===== src/rtl/core/url_percent_decoder_assert.svh =====
// Assertion macros shared by the URL percent decoder RTL.
// Included by bare file name; needs nothing else.
`ifndef URL_PERCENT_DECODER_ASSERT_SVH
`define URL_PERCENT_DECODER_ASSERT_SVH

// Clocked property, switched off while the reset is asserted.
`define UPD_ASSERT(name, clk, rst_n, prop, msg) \
  name: assert property (@(posedge clk) disable iff (!rst_n) (prop)) \
    else $error(msg);

// Clocked property that is also checked while the reset is asserted.
`define UPD_ASSERT_ALWAYS(name, clk, prop, msg) \
  name: assert property (@(posedge clk) (prop)) \
    else $error(msg);

`endif


===== src/rtl/core/upd_pkg.sv =====
// Shared types, character constants and the hex mapping of the URL percent decoder.
// No dependencies.
package upd_pkg;

  localparam logic [7:0] ChPercent = 8'h25;
  localparam logic [7:0] ChPlus    = 8'h2B;
  localparam logic [7:0] ChSpace   = 8'h20;

  // One encoded word as it travels from the input register to the decoder.
  typedef struct packed {
    logic [7:0] data;
    logic       last;
  } upd_item_t;

  // One decoded word as it travels from the decoder to the result register.
  typedef struct packed {
    logic [7:0] data;
    logic       has_byte;
    logic       last;
  } upd_result_t;

  // Unchecked hex mapping: digits lose 48, everything else is lowercased and loses 87.
  function automatic logic [7:0] hex_value(input logic [7:0] c);
    logic [7:0] v;
    v = c;
    if (c inside {[8'h30:8'h39]}) begin
      return c - 8'd48;
    end
    if (c inside {[8'h41:8'h5A]}) begin
      v = c + 8'h20;
    end
    return v - 8'd87;
  endfunction

endpackage


===== src/rtl/core/url_percent_decoder.sv =====
// URL percent decoder: top level, turns an encoded byte stream into decoded bytes.
// Depends on upd_pkg, upd_in_stage, upd_decode, upd_out_stage and
// url_percent_decoder_assert.svh.
//
// The input channel (in_valid_i, in_ready_o) carries one encoded word per
// handshake: a raw byte and a flag that marks the final byte of a string.
// The output channel (out_valid_o, out_ready_i) carries decoded words: a byte,
// a flag that says whether the byte is meaningful, and the end-of-string mark.
// A plus sign becomes a space, and a percent sign followed by two bytes
// becomes one byte through an unchecked hex mapping. A word that completes no
// character (a percent sign, or the first byte of an escape) produces no output
// word. A final percent sign sends a word carrying only the end mark, and a final
// byte right after a percent sign is decoded as a plain byte.
// An accepted word enters the input register and is decoded from there into the
// result register, which the receiver reads. The block takes one word every cycle
// while the receiver keeps up; the escape state is a three-state machine, so
// nothing else limits the rate below one word per clock.
// When the receiver stalls, the result register holds its word and the input
// register fills; in_ready_o then falls until the receiver takes the word.
// An asynchronous reset empties both registers and puts the escape state
// machine back into its normal phase.
`include "url_percent_decoder_assert.svh"

module url_percent_decoder (
  input  logic       clk_i,
  input  logic       rst_ni,
  input  logic       in_valid_i,
  output logic       in_ready_o,
  input  logic [7:0] in_byte_i,
  input  logic       in_last_i,
  output logic       out_valid_o,
  input  logic       out_ready_i,
  output logic [7:0] out_byte_o,
  output logic       has_byte_o,
  output logic       out_last_o
);

  upd_pkg::upd_item_t   in_item;
  upd_pkg::upd_item_t   held_item;
  upd_pkg::upd_result_t dec_result;
  upd_pkg::upd_result_t out_result;
  logic                 held_valid;
  logic                 out_room;
  logic                 fire;
  logic                 dec_push;

  assign in_item.data = in_byte_i;
  assign in_item.last = in_last_i;

  // A held word is decoded once the result register can take whatever it yields.
  assign fire = held_valid && out_room;

  upd_in_stage u_in_stage (
    .clk_i   (clk_i),
    .rst_ni  (rst_ni),
    .valid_i (in_valid_i),
    .ready_o (in_ready_o),
    .item_i  (in_item),
    .valid_o (held_valid),
    .pop_i   (fire),
    .item_o  (held_item)
  );

  upd_decode u_decode (
    .clk_i    (clk_i),
    .rst_ni   (rst_ni),
    .fire_i   (fire),
    .item_i   (held_item),
    .emit_o   (dec_push),
    .result_o (dec_result)
  );

  upd_out_stage u_out_stage (
    .clk_i    (clk_i),
    .rst_ni   (rst_ni),
    .push_i   (dec_push),
    .result_i (dec_result),
    .room_o   (out_room),
    .valid_o  (out_valid_o),
    .ready_i  (out_ready_i),
    .result_o (out_result)
  );

  assign out_byte_o = out_result.data;
  assign has_byte_o = out_result.has_byte;
  assign out_last_o = out_result.last;

  `UPD_ASSERT(a_push_has_room, clk_i, rst_ni,
    dec_push |-> out_room, "decoded word pushed into a full result register")
  `UPD_ASSERT_ALWAYS(a_reset_empties, clk_i,
    !rst_ni |-> !out_valid_o && !held_valid, "registers hold a word during reset")

endmodule


===== src/rtl/core/upd_in_stage.sv =====
// Input register of the URL percent decoder: holds one encoded word.
// Depends on upd_pkg.
module upd_in_stage (
  input  logic              clk_i,
  input  logic              rst_ni,
  input  logic              valid_i,
  output logic              ready_o,
  input  upd_pkg::upd_item_t item_i,
  output logic              valid_o,
  input  logic              pop_i,
  output upd_pkg::upd_item_t item_o
);

  logic               valid_q, valid_d;
  upd_pkg::upd_item_t item_q;
  logic               load;

  assign ready_o = !valid_q || pop_i;
  assign load    = valid_i && ready_o;
  assign valid_d = load || (valid_q && !pop_i);

  always_ff @(posedge clk_i or negedge rst_ni) begin
    if (!rst_ni) begin
      valid_q <= 1'b0;
    end else begin
      valid_q <= valid_d;
    end
  end

  always_ff @(posedge clk_i) begin
    if (load) begin
      item_q <= item_i;
    end
  end

  assign valid_o = valid_q;
  assign item_o  = item_q;

endmodule


===== src/rtl/core/upd_decode.sv =====
// Escape state machine and decode logic of the URL percent decoder.
// Depends on upd_pkg and url_percent_decoder_assert.svh.
`include "url_percent_decoder_assert.svh"

module upd_decode (
  input  logic                clk_i,
  input  logic                rst_ni,
  input  logic                fire_i,
  input  upd_pkg::upd_item_t  item_i,
  output logic                emit_o,
  output upd_pkg::upd_result_t result_o
);

  typedef enum logic [2:0] {
    PH_NORMAL = 3'b001,
    PH_PCT    = 3'b010,
    PH_HELD   = 3'b100
  } upd_phase_e;

  upd_phase_e  phase_q, phase_d;
  logic [7:0]  first_q, first_d;
  logic        plain;
  logic        have;
  logic [7:0]  val;
  logic [7:0]  hi, lo;

  assign hi = upd_pkg::hex_value(first_q);
  assign lo = upd_pkg::hex_value(item_i.data);

  always_comb begin
    phase_d = PH_NORMAL;
    first_d = first_q;
    plain   = 1'b0;
    have    = 1'b0;
    val     = 8'h00;
    case (phase_q)
      PH_HELD: begin
        val  = {hi[3:0], 4'h0} | lo;
        have = 1'b1;
      end
      PH_PCT: begin
        if (!item_i.last) begin
          first_d = item_i.data;
          phase_d = PH_HELD;
        end else begin
          plain = 1'b1;
        end
      end
      default: begin
        plain = 1'b1;
      end
    endcase
    if (plain) begin
      if (item_i.data == upd_pkg::ChPercent) begin
        if (!item_i.last) begin
          phase_d = PH_PCT;
        end
      end else if (item_i.data == upd_pkg::ChPlus) begin
        val  = upd_pkg::ChSpace;
        have = 1'b1;
      end else begin
        val  = item_i.data;
        have = 1'b1;
      end
    end
    if (item_i.last) begin
      phase_d = PH_NORMAL;
      first_d = 8'h00;
    end
  end

  always_ff @(posedge clk_i or negedge rst_ni) begin
    if (!rst_ni) begin
      phase_q <= PH_NORMAL;
    end else if (fire_i) begin
      phase_q <= phase_d;
    end
  end

  always_ff @(posedge clk_i) begin
    if (fire_i) begin
      first_q <= first_d;
    end
  end

  assign emit_o            = fire_i && (have || item_i.last);
  assign result_o.data     = val;
  assign result_o.has_byte = have;
  assign result_o.last     = item_i.last;

  `UPD_ASSERT(a_last_clears_phase, clk_i, rst_ni,
    fire_i && item_i.last |=> phase_q == PH_NORMAL, "escape state survives end of string")
  `UPD_ASSERT(a_pct_then_held, clk_i, rst_ni,
    fire_i && phase_q == PH_PCT && !item_i.last |=> phase_q == PH_HELD,
    "first escape character not held")
  `UPD_ASSERT(a_empty_result_is_end, clk_i, rst_ni,
    emit_o && !result_o.has_byte |-> result_o.last && result_o.data == 8'h00,
    "empty result without end mark")

endmodule


===== src/rtl/core/upd_out_stage.sv =====
// Result register of the URL percent decoder: holds one decoded word for the receiver.
// Depends on upd_pkg.
module upd_out_stage (
  input  logic                clk_i,
  input  logic                rst_ni,
  input  logic                push_i,
  input  upd_pkg::upd_result_t result_i,
  output logic                room_o,
  output logic                valid_o,
  input  logic                ready_i,
  output upd_pkg::upd_result_t result_o
);

  logic                 valid_q, valid_d;
  upd_pkg::upd_result_t result_q;

  assign room_o  = !valid_q || ready_i;
  assign valid_d = push_i || (valid_q && !ready_i);

  always_ff @(posedge clk_i or negedge rst_ni) begin
    if (!rst_ni) begin
      valid_q <= 1'b0;
    end else begin
      valid_q <= valid_d;
    end
  end

  always_ff @(posedge clk_i) begin
    if (push_i) begin
      result_q <= result_i;
    end
  end

  assign valid_o  = valid_q;
  assign result_o = result_q;

endmodule


===== config.mk =====
export PLATFORM = sky130hd
export DESIGN_NAME = url_percent_decoder
export DESIGN_NICKNAME = d
export VERILOG_FILES = /design/src/rtl/core/upd_pkg.sv /design/src/rtl/core/url_percent_decoder.sv /design/src/rtl/core/upd_in_stage.sv /design/src/rtl/core/upd_decode.sv /design/src/rtl/core/upd_out_stage.sv
export VERILOG_INCLUDE_DIRS = /design/src /design/src/rtl/core
export SDC_FILE = /design/constraint.sdc
export NUM_CORES = 1
export LEC_CHECK = 0
export BUFFER_PORTS_ARGS = -buffer_cell sky130_fd_sc_hd__buf_4
export CELL_PAD_IN_SITES_DETAIL_PLACEMENT = 0
export CELL_PAD_IN_SITES_GLOBAL_PLACEMENT = 1
export CORE_MARGIN = 4
export CORE_UTILIZATION = 45
export DETAILED_ROUTE_END_ITERATION = 8
export PLACE_DENSITY_LB_ADDON = 0.1
export SLEW_MARGIN = 20
export SYNTH_ARGS = -nofsm -noshare
export SYNTH_HDL_FRONTEND = slang
export SYNTH_SLANG_ARGS = --single-unit

===== constraint.sdc =====
create_clock -name clk_i -period 3.23 [get_ports clk_i]
set_clock_uncertainty 0.1 [all_clocks]
set_input_delay 0.646 -clock clk_i [delete_from_list [all_inputs] [get_ports clk_i]]
set_output_delay 0.646 -clock clk_i [all_outputs]
set_load 0.005 [all_outputs]

Yosys cells after proc, flatten, opt, wreduce, memory -nomap -nowiden

Cells that the tools add are included.

$add $sub $neg: 6
Magnitude comparators: 8
Equal/unequal tests: 4
Mux-type cells: 24
Bitwise gates (word level): 1
Reduce and logical (&&, ||, !) cells: 20

Operator list:

| cell                                                                   | count |
|---|---|
| 8-bit two-way mux                                                      | 9 |
| 8-bit by 6-bit equality test with 1-bit output (second input constant) | 2 |
| 8-bit by 6-bit >= comparator with 1-bit output (second input constant) | 2 |
| 8-bit by 7-bit >= comparator with 1-bit output (second input constant) | 2 |
| 8-bit by 6-bit <= comparator with 1-bit output (second input constant) | 2 |
| 8-bit by 7-bit <= comparator with 1-bit output (second input constant) | 2 |
| 4-bit two-way mux                                                      | 4 |
| 3-bit two-way mux                                                      | 4 |
| 1-bit logical AND                                                      | 9 |
| 8-bit by 6-bit adder with 8-bit output (second input constant)         | 1 |
| 8-bit OR                                                               | 1 |
| 8-bit by 6-bit subtractor with 8-bit output (second input constant)    | 1 |
| 8-bit by 7-bit subtractor with 8-bit output (second input constant)    | 1 |
| 1-bit two-way mux                                                      | 6 |
| 1-bit logical OR                                                       | 5 |
| 4-bit by 1-bit adder with 4-bit output (second input constant)         | 1 |
| 1-bit logical NOT                                                      | 4 |
| 4-bit by 1-bit subtractor with 4-bit output (second input constant)    | 1 |
| 4-bit by 3-bit subtractor with 4-bit output (second input constant)    | 1 |
| 3-bit by 2-bit equality test with 1-bit output (second input constant) | 1 |
| 3-bit equality test (second input constant)                            | 1 |
| 1-bit case mux with 2 select lines                                     | 1 |
| 2-bit AND reduction                                                    | 1 |
| 2-bit nonzero test                                                     | 1 |

Register bits after elaboration: 32
Input bits: 13
Output and inout port bits: 12
Logic and storage cells: 72

Longest topological paths before layout

Gate-level depths: netlist of run 1.

Depth after elaboration: 10
Mapped depth: 8
Depth with buffers taken out: 8

Cells and area by module

Synthesis of run 1 repeated with hierarchy kept, for this count alone.

Cell total of the unflattened synthesis: 190
Area, all modules: 1986.9 um2

By module, submodules not included:

| module              | times used | cells an instance | area each (um2) | seq. area each (um2) |
|---|---|---|---|---|
| upd_decode          | 1          | 163               | 1308.8          | 316.6 |
| upd_out_stage       | 1          | 13                | 347.8           | 325.3 |
| upd_in_stage        | 1          | 13                | 324.1           | 295.3 |
| url_percent_decoder | 1          | 1                 | 6.3             | 0.0 |

Worst setup path before layout of run 1

No wires, ideal clock.

Path type: flip-flop to flip-flop
From: reg u_in_stage.item_q, in the netlist u_in_stage.item_o[6]
To: reg u_out_stage.result_q, in the netlist u_out_stage.result_o[8] (data pin)
Setup time: 0.266 ns
Arrival time: 2.082 ns
Required time: 2.864 ns
Setup slack: 0.782 ns
Cell stages (with the launch flop): 9
Path buffers: 0
Clock period less this slack: 2.448 ns
Cell sequence: edfxtp_1 > clkinv_1 > ha_1 > and3_2 > and3_1 > o21a_1 > a311o_1 > o21ai_0 > a21oi_1

RTL lines:

| element                | RTL line            | RTL |
|---|---|---|
| start, declared        | upd_in_stage.sv:15  | `upd_pkg::upd_item_t item_q;` |
| start signal, assigned | upd_in_stage.sv:32  | `item_q <= item_i;` |
| end signal, assigned   | upd_out_stage.sv:30 | `result_q <= result_i;` |
| end, declared          | upd_out_stage.sv:15 | `upd_pkg::upd_result_t result_q;` |

==> results of run 1 <==
power by group through the flow:
stage          logic (mW)  registers (mW)  clock network [mW]
2_1_floorplan      0.0914           0.503                   0
3_3_place_gp        0.138           0.515                   0
3_5_place_dp        0.138           0.516                   0
4_1_cts             0.138           0.507               0.392
5_1_grt             0.152           0.511               0.415
6_report            0.137           0.507               0.379
kinds of logic after synthesis:
logic type | Yosys count
DFF | 32
and+or+nand+nor | 65
xor gates and xnor gates | 2
buffers and inverters | 18
muxes | 5
adders and majority gates | 16
AOI/OAI and AO/OA | 55
how the worst max path moves through the flow:
| stage | start | to | slack (ps) | depth (start not counted) |
|---|---|---|---|---|
| after CTS | u_in_stage.item_o[6] | u_out_stage.result_o[8] | 310 | 8 |
| final | u_in_stage.item_o[6] | u_out_stage.result_o[8] | 310 | 8 |
| after global routing | u_in_stage.item_o[6] | u_out_stage.result_o[8] | 190 | 8 |
| after global placement | u_in_stage.item_o[6] | u_out_stage.result_o[8] | 280 | 8 |
| after floorplan | u_in_stage.item_o[6] | u_out_stage.result_o[8] | 780 | 8 |
| after detailed placement | u_in_stage.item_o[6] | u_out_stage.result_o[8] | 320 | 8 |
synth_stat cells (all sizes together) (3+ instances only):
cell type and number:
mux2i 3, o22ai 4, a211oi 3, o21ai 11, a221oi 3, nand2b 3
nor3 5, and3 3, ha 15, nor2 22, edfxtp 27, dfrtp 4
nand2 11, inv 11, clkbuf 4, nor2b 6, a21oi 18
critical path, stage by stage (launching register included):
cell                       delay [ps]
sky130_fd_sc_hd__edfxtp_1         500
sky130_fd_sc_hd__clkinv_1         370
sky130_fd_sc_hd__ha_1             310
sky130_fd_sc_hd__and3_2           220
sky130_fd_sc_hd__and3_1           210
sky130_fd_sc_hd__o21a_1           250
sky130_fd_sc_hd__a311o_1          360
sky130_fd_sc_hd__o21ai_0          220
sky130_fd_sc_hd__a21oi_1          120
layer usage:
metal	global-route usage	vias up	share of wire
met3	0.0454	9	0.054
li1	-	771	-
met2	0.295	44	0.49
met4	0.0830	0	0.021
met5	0	-	0
met1	0.222	730	0.44
metrics by stage:
stage	worst slack [ps]	std cells
2_1_floorplan	782	193
3_3_place_gp	284	267
3_5_place_dp	320	267
4_1_cts	305	275
5_1_grt	188	275
6_report	313	275
state kept, by name (all words and copies together) (netlist names):
signal / count
u_out_stage.valid_o: 1
u_in_stage.valid_o: 1
u_in_stage.item_o: 9
u_out_stage.result_o: 10
u_decode.first_q: 8
u_decode.phase_q: 3
final cells by class:
type	count	area [µm²]
clock inverters	2	35.0
well taps	52	65.1
clock buffers	6	72.6
flip-flops and latches	32	937
repair buffers	28	210
multi-input cells	143	983
inverters	12	45.0
fillers	390	1980
==> results.yml, run 1 <==
drt:
  detailedRoute.firstIterationViolations: 108
  routed-via-count: 1554
  route.detailed.vias_per_inst: 5.65
  detail_route.first_pass.iterations: 6
  remaining_routing_drc_violations: 0
  route.detailed.wl_per_inst_um: 16.5
  finalWirelength_mm: 4.53
  final_antenna_net_count: 0
clocking:
  cts_max_path_buffers: 2
  clockRootBuffer: "sky130_fd_sc_hd__clkbuf_8"
  numCtsBuffers: 5
  clkSlewWorstSetupHoldPaths_ps: 70
  cts.hold.buffers_added: 0
  cts_repair_resize_count: 0
  clock_sink_count: 32
  tritoncts: "yes"
  post-cts-setup-buffers: 0
  clock_insertion_delay_worst_skew_ps: 290
  htree_levels: 2
final_layout:
  antenna-diode-count: 0
  finalNetCount: 250
  final_layout_size_suffix_gt1_frac: 0.215
  final_cell_mix: "sky130_fd_sc_hd__buf_4 (28), sky130_fd_sc_hd__edfxtp_1 (27), sky130_fd_sc_hd__nor2_1 (22), sky130_fd_sc_hd__a21oi_1 (18), sky130_fd_sc_hd__ha_1 (15)"
  final_core_utilization: 0.543
  layout.cells.most_common: "sky130_fd_sc_hd__buf_4"
  growth_of_design_area_from_synthesis_to_finish_pct: 16.9
  design_area_um2: 2350
timing:
  timing.max_slew.rel_slack: 0.523
  fin_crit_ps: 2920
  finalSetupTns_ps: 0
  setup-violations-final: 0
  max_freq_mhz: 343
  timing_worst_slew_pin_value_ps: 712
  hold_ws_ps: 42.4
  rsz_0062_raised_after_global_routing: "no"
  count_of_endpoints_failing_hold_in_the_final_timing_report: 0
  finalMaxSlewViolations: 0
  ratio_of_final_minimum_period_to_clock_period: 0.903
grt:
  grt_max_degree: 17
  grt_pass1_vias: 1508
  grt_first_pass_wirelength_mm: 7.32
  grt_antenna_before_repair: 0
  grt.overflow.total: 0
  grt_usage: 0.180
worst_hold_path:
  hold_class: "in -> async"
yosys:
  synth-edff-count: 27
  yosys_warnings: 0
  synth_top_flop_cell: "sky130_fd_sc_hd__edfxtp_1"
  synth_xor_xnor_area_share: 0.00872
  synth_top_area_share: 0.403
  yosysUniqueCellTypes: 53
  synth_largest_area_cell: "sky130_fd_sc_hd__edfxtp_1"
  synth_async_sr_flop_share: 0.156
  leading_post_synthesis_cells_by_cell_area: "sky130_fd_sc_hd__edfxtp_1 (40%), sky130_fd_sc_hd__ha_1 (9.3%), sky130_fd_sc_hd__dfrtp_1 (5.0%)"
  synth-adder-area-share: 0.0990
  post_synth_mux_area_share: 0.0262
  syn_nets: 221
  ys_seq_elements: 32
  combinational_family_with_the_most_area_after_synthesis: "compound AO/OA/AOI/OAI gates"
  postSynthCellCount: 193
  avg_cell_area_syn_um2: 10.4
  ys_seq_area_frac: 0.466
  synth_simple_gate_area_frac: 0.177
  synth_compound_gate_area_share: 0.179
  post_synth_instance_area_um2: 2010
floorplanning:
  area_enclosed_by_the_die_boundary_um2: 5600
  core_region_area_um2: 4320
  io_pins: 25
  dieWidth_um: 74.8
  placementRows: 24
  floorplan.initialDensity: 0.465
  die-height_um: 74.8
power:
  p_per_area_nw_per_um2: 436
  power.combinational.fraction: 0.134
  power_frac_seq: 0.496
  cellLeakagePower_nw: 0.952
  power_mw: 1.02
  sw_frac_of_total: 0.244
  cellInternalPower_mw: 0.773
  vdd.ir_drop.worst_uv: 247
  pwr-share-clk: 0.370
  net-switching-power_mw: 0.250
setup_path:
  critical_path_peak_fanout: 11
  reg2reg_setup_slack_ps: 310
  r2r.worst_path.cells: 8
  worstSetupPathType: "reg -> reg"
  regToRegEndpoint: "u_out_stage.result_o[8]"
  worstSetupEndpointType: "register"
  crit-reg2reg-launch: "u_in_stage.item_o[6]"
  crit_path_start_kind: "register"
  timing.critical_path.required_ps: 3160
  worst_ep_arrival_time_ps: 2850
run:
  number_of_maximum_capacitance_violations: 0
placed_design:
  io_buffers: 24
  dpl.hpwl_mm: 3.47
  place_area_um2: 2240
  gp_routability_congestion: 0.990
run_status:
  outcome: "completed"
Note: power is estimated with default switching activity, not from simulation.
==> inputs of run 2 (changes only) <==
--- a/config.mk
+++ b/config.mk
@@ -12,7 +12,7 @@
 export CORE_MARGIN = 4
 export CORE_UTILIZATION = 45
 export DETAILED_ROUTE_END_ITERATION = 8
-export PLACE_DENSITY_LB_ADDON = 0.1
+export PLACE_DENSITY_LB_ADDON = 0.2
 export SLEW_MARGIN = 20
 export SYNTH_ARGS = -nofsm -noshare
 export SYNTH_HDL_FRONTEND = slang
==> constraint.sdc (replaced) <==
create_clock -name clk_i -period 3.23 [get_ports clk_i]
set_clock_uncertainty 0.1 [all_clocks]
set_input_delay 0.646 -clock clk_i [delete_from_list [all_inputs] [get_ports clk_i]]
set_output_delay 0.646 -clock clk_i [all_outputs]
set_load 0.02 [all_outputs]
==> run 2 against run 1 <==
Against the previous run: die area is the same; largest power group unchanged; critical path type unchanged; critical path depth is the same; largest cell class unchanged; clock-buffer cell count is the same; highest routed layer unchanged.
==> results.yml, run 2 (synthesis gave the netlist of run 1 again) <==
timing:
  finalMaxSlewViolations: 0
  rsz_0062_raised_after_global_routing: "no"
  ratio_of_final_minimum_period_to_clock_period: 0.868
  max_freq_mhz: 357
  timing.max_slew.rel_slack: 0.521
  count_of_endpoints_failing_hold_in_the_final_timing_report: 0
  fin_crit_ps: 2800
  setup-violations-final: 0
  finalSetupTns_ps: 0
  timing_worst_slew_pin_value_ps: 715
placed_design:
  io_buffers: 24
  gp_routability_congestion: 0.915
  dpl.hpwl_mm: 3.35
final_layout:
  nFillCells: 414
  layout.area.seq_um2: 937
  multiInputGateArea_um2: 983
  largest_register_ffs: 10
  growth_of_design_area_from_synthesis_to_finish_pct: 16.5
  finalNetCount: 249
  final_cell_mix: "sky130_fd_sc_hd__buf_4 (27), sky130_fd_sc_hd__edfxtp_1 (27), sky130_fd_sc_hd__nor2_1 (22), sky130_fd_sc_hd__a21oi_1 (18), sky130_fd_sc_hd__ha_1 (15)"
  final_layout_size_suffix_gt1_frac: 0.212
  antenna-diode-count: 0
clocking:
  clock_insertion_delay_worst_skew_ps: 290
  clock_sink_count: 32
  cts_repair_resize_count: 0
  numCtsBuffers: 5
  cts.hold.buffers_added: 0
  htree_levels: 2
  tritoncts: "yes"
  cts_max_path_buffers: 2
  clkSlewWorstSetupHoldPaths_ps: 70
  clockRootBuffer: "sky130_fd_sc_hd__clkbuf_8"
  post-cts-setup-buffers: 0
grt:
  global_route.usage.met3: 0.0441
  grt_pass1_vias: 1572
  grt_first_pass_wirelength_mm: 7.52
  grt_usage: 0.176
  grt_antenna_before_repair: 0
  grt_max_degree: 17
  gr_layer_usage_met2: 0.276
  grt-busiest-layer: "met2"
  groute.layer.met1.usage: 0.241
  grt.overflow.total: 0
setup_path:
  r2r.worst_path.cells: 8
  worst_ep_arrival_time_ps: 2740
  worstSetupPathType: "reg -> reg"
  worstSetupEndpointType: "register"
  crit_path_start_kind: "register"
  critical_path_peak_fanout: 11
  timing.critical_path.required_ps: 3170
power:
  sw_frac_of_total: 0.253
  power_mw: 1.04
  cellLeakagePower_nw: 0.947
  net-switching-power_mw: 0.263
  cellInternalPower_mw: 0.774
  vdd.ir_drop.worst_uv: 226
  p_per_area_nw_per_um2: 443
  power_frac_seq: 0.488
  pwr-share-clk: 0.368
  power.combinational.fraction: 0.144
worst_hold_path:
  hold_class: "in -> async"
floorplanning:
  die-height_um: 74.8
  area_enclosed_by_the_die_boundary_um2: 5600
  io_pins: 25
  placementRows: 24
  dieWidth_um: 74.8
  floorplan.initialDensity: 0.465
  core_region_area_um2: 4320
drt:
  detailedRoute.firstIterationViolations: 109
  route.detailed.wl_per_inst_um: 16.2
  route.detailed.vias_per_inst: 5.65
  final_antenna_net_count: 0
  finalWirelength_mm: 4.44
  remaining_routing_drc_violations: 0
  detail_route.first_pass.iterations: 4
  routed-via-count: 1549
run_status:
  outcome: "completed"
run:
  number_of_maximum_capacitance_violations: 0
[run 2: cell types whose count changed in the layout (fill, tap and decap cells not counted), sizes merged]
cell  before  now
buf       28   27
[run 2: worst paths after layout]
| check | from | slack (ps) | to |
|---|---|---|---|
| worst max-delay path | u_in_stage.item_o[6] | 430 | u_out_stage.result_o[8] |
| min in group clk_i | in_byte_i[7] | 430 | u_in_stage.item_o[8] |
| max in group asynchronous | rst_ni | 2790 | u_decode.phase_q[0] |
| worst max register to register | u_in_stage.item_o[6] | 430 | u_out_stage.result_o[8] |
| worst min-delay path | rst_ni | 40 | u_decode.phase_q[2] |
| worst min register to register | u_decode.phase_q[0] | 460 | u_decode.phase_q[0] |
[run 2: layer usage]
layer | routed length, µm | vias to the layer above
li1 | - | 768
met3 | 233 | 6
met2 | 2090 | 50
met5 | 0 | -
met1 | 2060 | 725
met4 | 54 | 0
[run 2: power by group through the flow]
stage | registers [mW] | logic, mW | clock network, mW
finish | 0.506 | 0.150 | 0.381
global route | 0.510 | 0.167 | 0.409
CTS | 0.506 | 0.150 | 0.387
detailed placement | 0.515 | 0.149 | 0
global placement | 0.513 | 0.147 | 0
floorplan | 0.515 | 0.0926 | 0
[run 2: layout make-up]
cell class,count,share of cell area
clock buffers,6,0.0310
flip-flops and latches,32,0.400
clock inverters,2,0.0150
repair buffers,27,0.0866
well taps,52,0.0278
multi-input cells,143,0.420
inverters,12,0.0192
[run 2: worst max-delay path, stage by stage (launching register included)]
cell                       delay (ps)
sky130_fd_sc_hd__edfxtp_1         500
sky130_fd_sc_hd__clkinv_1         340
sky130_fd_sc_hd__ha_1             290
sky130_fd_sc_hd__and3_2           210
sky130_fd_sc_hd__and3_1           210
sky130_fd_sc_hd__o21a_1           250
sky130_fd_sc_hd__a311o_1          360
sky130_fd_sc_hd__o21ai_0          200
sky130_fd_sc_hd__a21oi_1           90
[run 2: metrics by stage]
step / instances / hold slack (ps) / utilization / worst slack (ps) / instance area, µm²
finish: 274 / 45.0 / 0.541 / 427 / 2340
global route: 274 / 38.9 / 0.541 / 279 / 2340
CTS: 274 / 45.0 / 0.541 / 434 / 2340
detailed placement: 266 / 353 / 0.516 / 458 / 2230
global placement: 266 / 350 / 0.516 / 444 / 2230
floorplan: 193 / 250 / - / 782 / 2010
==> inputs of run 3 (changes only) <==
--- a/config.mk
+++ b/config.mk
@@ -13,7 +13,6 @@
 export CORE_UTILIZATION = 45
 export DETAILED_ROUTE_END_ITERATION = 8
 export PLACE_DENSITY_LB_ADDON = 0.2
-export SLEW_MARGIN = 20
 export SYNTH_ARGS = -nofsm -noshare
 export SYNTH_HDL_FRONTEND = slang
 export SYNTH_SLANG_ARGS = --single-unit
==> constraint.sdc (replaced) <==
create_clock -name clk_i -period 3.23 [get_ports clk_i]
set_clock_uncertainty 0.1 [all_clocks]
set_input_delay 0.4845 -clock clk_i [delete_from_list [all_inputs] [get_ports clk_i]]
set_output_delay 0.4845 -clock clk_i [all_outputs]
set_load 0.02 [all_outputs]
==> run 3 against run 2 <==
Against the previous run: first-iteration DRC count is 16% higher; register-to-register slack about the same; via count rose by 0.65%; sequential power barely moved; sequential cell count unchanged; non-clock buffer count grew 1; global-route usage stayed put; critical path depth did not move; power up 0.14%; largest cell class unchanged; sequential share of layout area shrank 0.17 points.
==> results.yml, run 3 (synthesis gave the netlist of run 1 again) <==
setup_path:
  critical_path_cell_by_cell: "clkinv_1 > ha_1 > and3_2 > and3_1 > o21a_1 > a311o_1 > o21ai_0 > a21oi_1"
  worst_setup_path_startpoint: "u_in_stage.item_o[6]"
  setup.worst_path.end: "u_out_stage.result_o[8]"
  crit-reg2reg-launch: "u_in_stage.item_o[6]"
  r2r.worst_path.cells: 8
  timing.critical_path.required_ps: 3160
  worst_ep_arrival_time_ps: 2730
  critical_path.slowest_cell: "sky130_fd_sc_hd__edfxtp_1"
  regToRegEndpoint: "u_out_stage.result_o[8]"
  crit_path_max_incr_delay_ps: 500
  worstSetupPathType: "reg -> reg"
  crit_path_start_kind: "register"
  reg2reg_setup_slack_ps: 430
  worstSetupEndpointType: "register"
  critical_path_peak_fanout: 11
timing:
  count_of_endpoints_failing_hold_in_the_final_timing_report: 0
  max_freq_mhz: 358
  rsz_0062_raised_after_global_routing: "no"
  setup-violations-final: 0
  fin_crit_ps: 2800
  finalMaxSlewViolations: 0
  ratio_of_final_minimum_period_to_clock_period: 0.866
  finalSetupTns_ps: 0
  timing_worst_slew_pin_value_ps: 710
  timing.max_slew.rel_slack: 0.525
final_layout:
  finalNetCount: 250
  antenna-diode-count: 0
  growth_of_design_area_from_synthesis_to_finish_pct: 17.0
  largest_register_ffs: 10
  final_layout_size_suffix_gt1_frac: 0.211
  final_cell_mix: "sky130_fd_sc_hd__buf_4 (27), sky130_fd_sc_hd__edfxtp_1 (27), sky130_fd_sc_hd__nor2_1 (22), sky130_fd_sc_hd__a21oi_1 (18), sky130_fd_sc_hd__ha_1 (15)"
power:
  power_mw: 1.04
  cellLeakagePower_nw: 0.952
  p_per_area_nw_per_um2: 442
  vdd.ir_drop.worst_uv: 226
drt:
  remaining_routing_drc_violations: 0
  detail_route.first_pass.iterations: 4
  routed-via-count: 1559
  final_antenna_net_count: 0
  route.detailed.vias_per_inst: 5.67
  route.detailed.wl_per_inst_um: 16.3
  detailedRoute.firstIterationViolations: 126
  finalWirelength_mm: 4.47
floorplanning:
  floorplan.initialDensity: 0.465
  dieWidth_um: 74.8
  placementRows: 24
  core_region_area_um2: 4320
  io_pins: 25
  die-height_um: 74.8
  area_enclosed_by_the_die_boundary_um2: 5600
clocking:
  clock_insertion_delay_worst_skew_ps: 290
  clockRootBuffer: "sky130_fd_sc_hd__clkbuf_8"
  cts_max_path_buffers: 2
  htree_levels: 2
  clkSlewWorstSetupHoldPaths_ps: 70
  numCtsBuffers: 5
  post-cts-setup-buffers: 0
  tritoncts: "yes"
  clock_sink_count: 32
grt:
  grt_max_degree: 17
  grt_pass1_vias: 1574
  grt_usage: 0.176
  grt_antenna_before_repair: 0
  grt.overflow.total: 0
  grt_first_pass_wirelength_mm: 7.52
placed_design:
  gp_routability_congestion: 0.915
  dpl.hpwl_mm: 3.35
  io_buffers: 24
run:
  number_of_maximum_capacitance_violations: 0
run_status:
  outcome: "completed"
worst_hold_path:
  hold_class: "in -> reg"
[run 3: stage by stage]
stage          utilization  area (µm²)  hold slack (ps)  setup slack (ps)  instances
6_report             0.544        2350              272               434        275
5_1_grt              0.544        2350              261               279        275
4_1_cts              0.544        2350              267               434        275
3_5_place_dp         0.516        2230              192               458        266
3_3_place_gp         0.516        2230              188               444        266
2_1_floorplan            -        2010             88.9               782        193
[run 3: worst min-delay path by stage]
stage               slack (ps)          from  cells after the start                   end
floorplan                   90        rst_ni                      0   u_decode.phase_q[1]
global placement           190        rst_ni                      1   u_out_stage.valid_o
detailed placement         190        rst_ni                      1   u_out_stage.valid_o
CTS                        270  in_byte_i[0]                      1  u_in_stage.item_o[1]
global route               260  in_byte_i[3]                      1  u_in_stage.item_o[4]
finish                     270  in_byte_i[7]                      1  u_in_stage.item_o[8]
[run 3: where the power goes]
| part | total, mW | switching (mW) | internal (mW) | leakage [nW] |
|---|---|---|---|---|
| Sequential | 0.506 | 0.0265 | 0.480 | 0.315 |
| Clock | 0.381 | 0.153 | 0.229 | 0.0552 |
| Combinational | 0.151 | 0.0842 | 0.0663 | 0.581 |
| Total | 1.04 | 0.263 | 0.775 | 0.952 |
[run 3: repair_timing]
action / 4_1_cts / 5_1_grt
hold buffers: 1 / 0
endpoints found under the hold margin: 4 / 0
gates resized for setup: 0 / 0
setup endpoints to repair: 0 / 0
[run 3: final cells by class]
cell class / count / area (µm²)
clock inverter: 2 / 35.0
inverter: 12 / 45.0
sequential: 32 / 937
multi-input combinational: 143 / 983
tap: 52 / 65.1
timing repair buffer: 28 / 213
clock buffer: 6 / 72.6
fill: 413 / 1970
[run 3: critical path, delay by kind of cell, from the launching register on]
family / cells / cell delay [ps]
AND/OR/NAND/NOR: 2 / 420
AO/OA/AOI/OAI: 4 / 900
buffers and inverters: 1 / 340
adder cells (fa/ha/maj): 1 / 290
flip-flops: 1 / 500
[run 3: metal layers]
metal,wire length [µm],global-route usage,vias up,share of wire
met4,53,0.0553,0,0.012
met1,2030,0.241,732,0.45
met2,2120,0.276,50,0.47
met3,261,0.0441,6,0.058
met5,0,0,-,0
li1,-,-,771,-
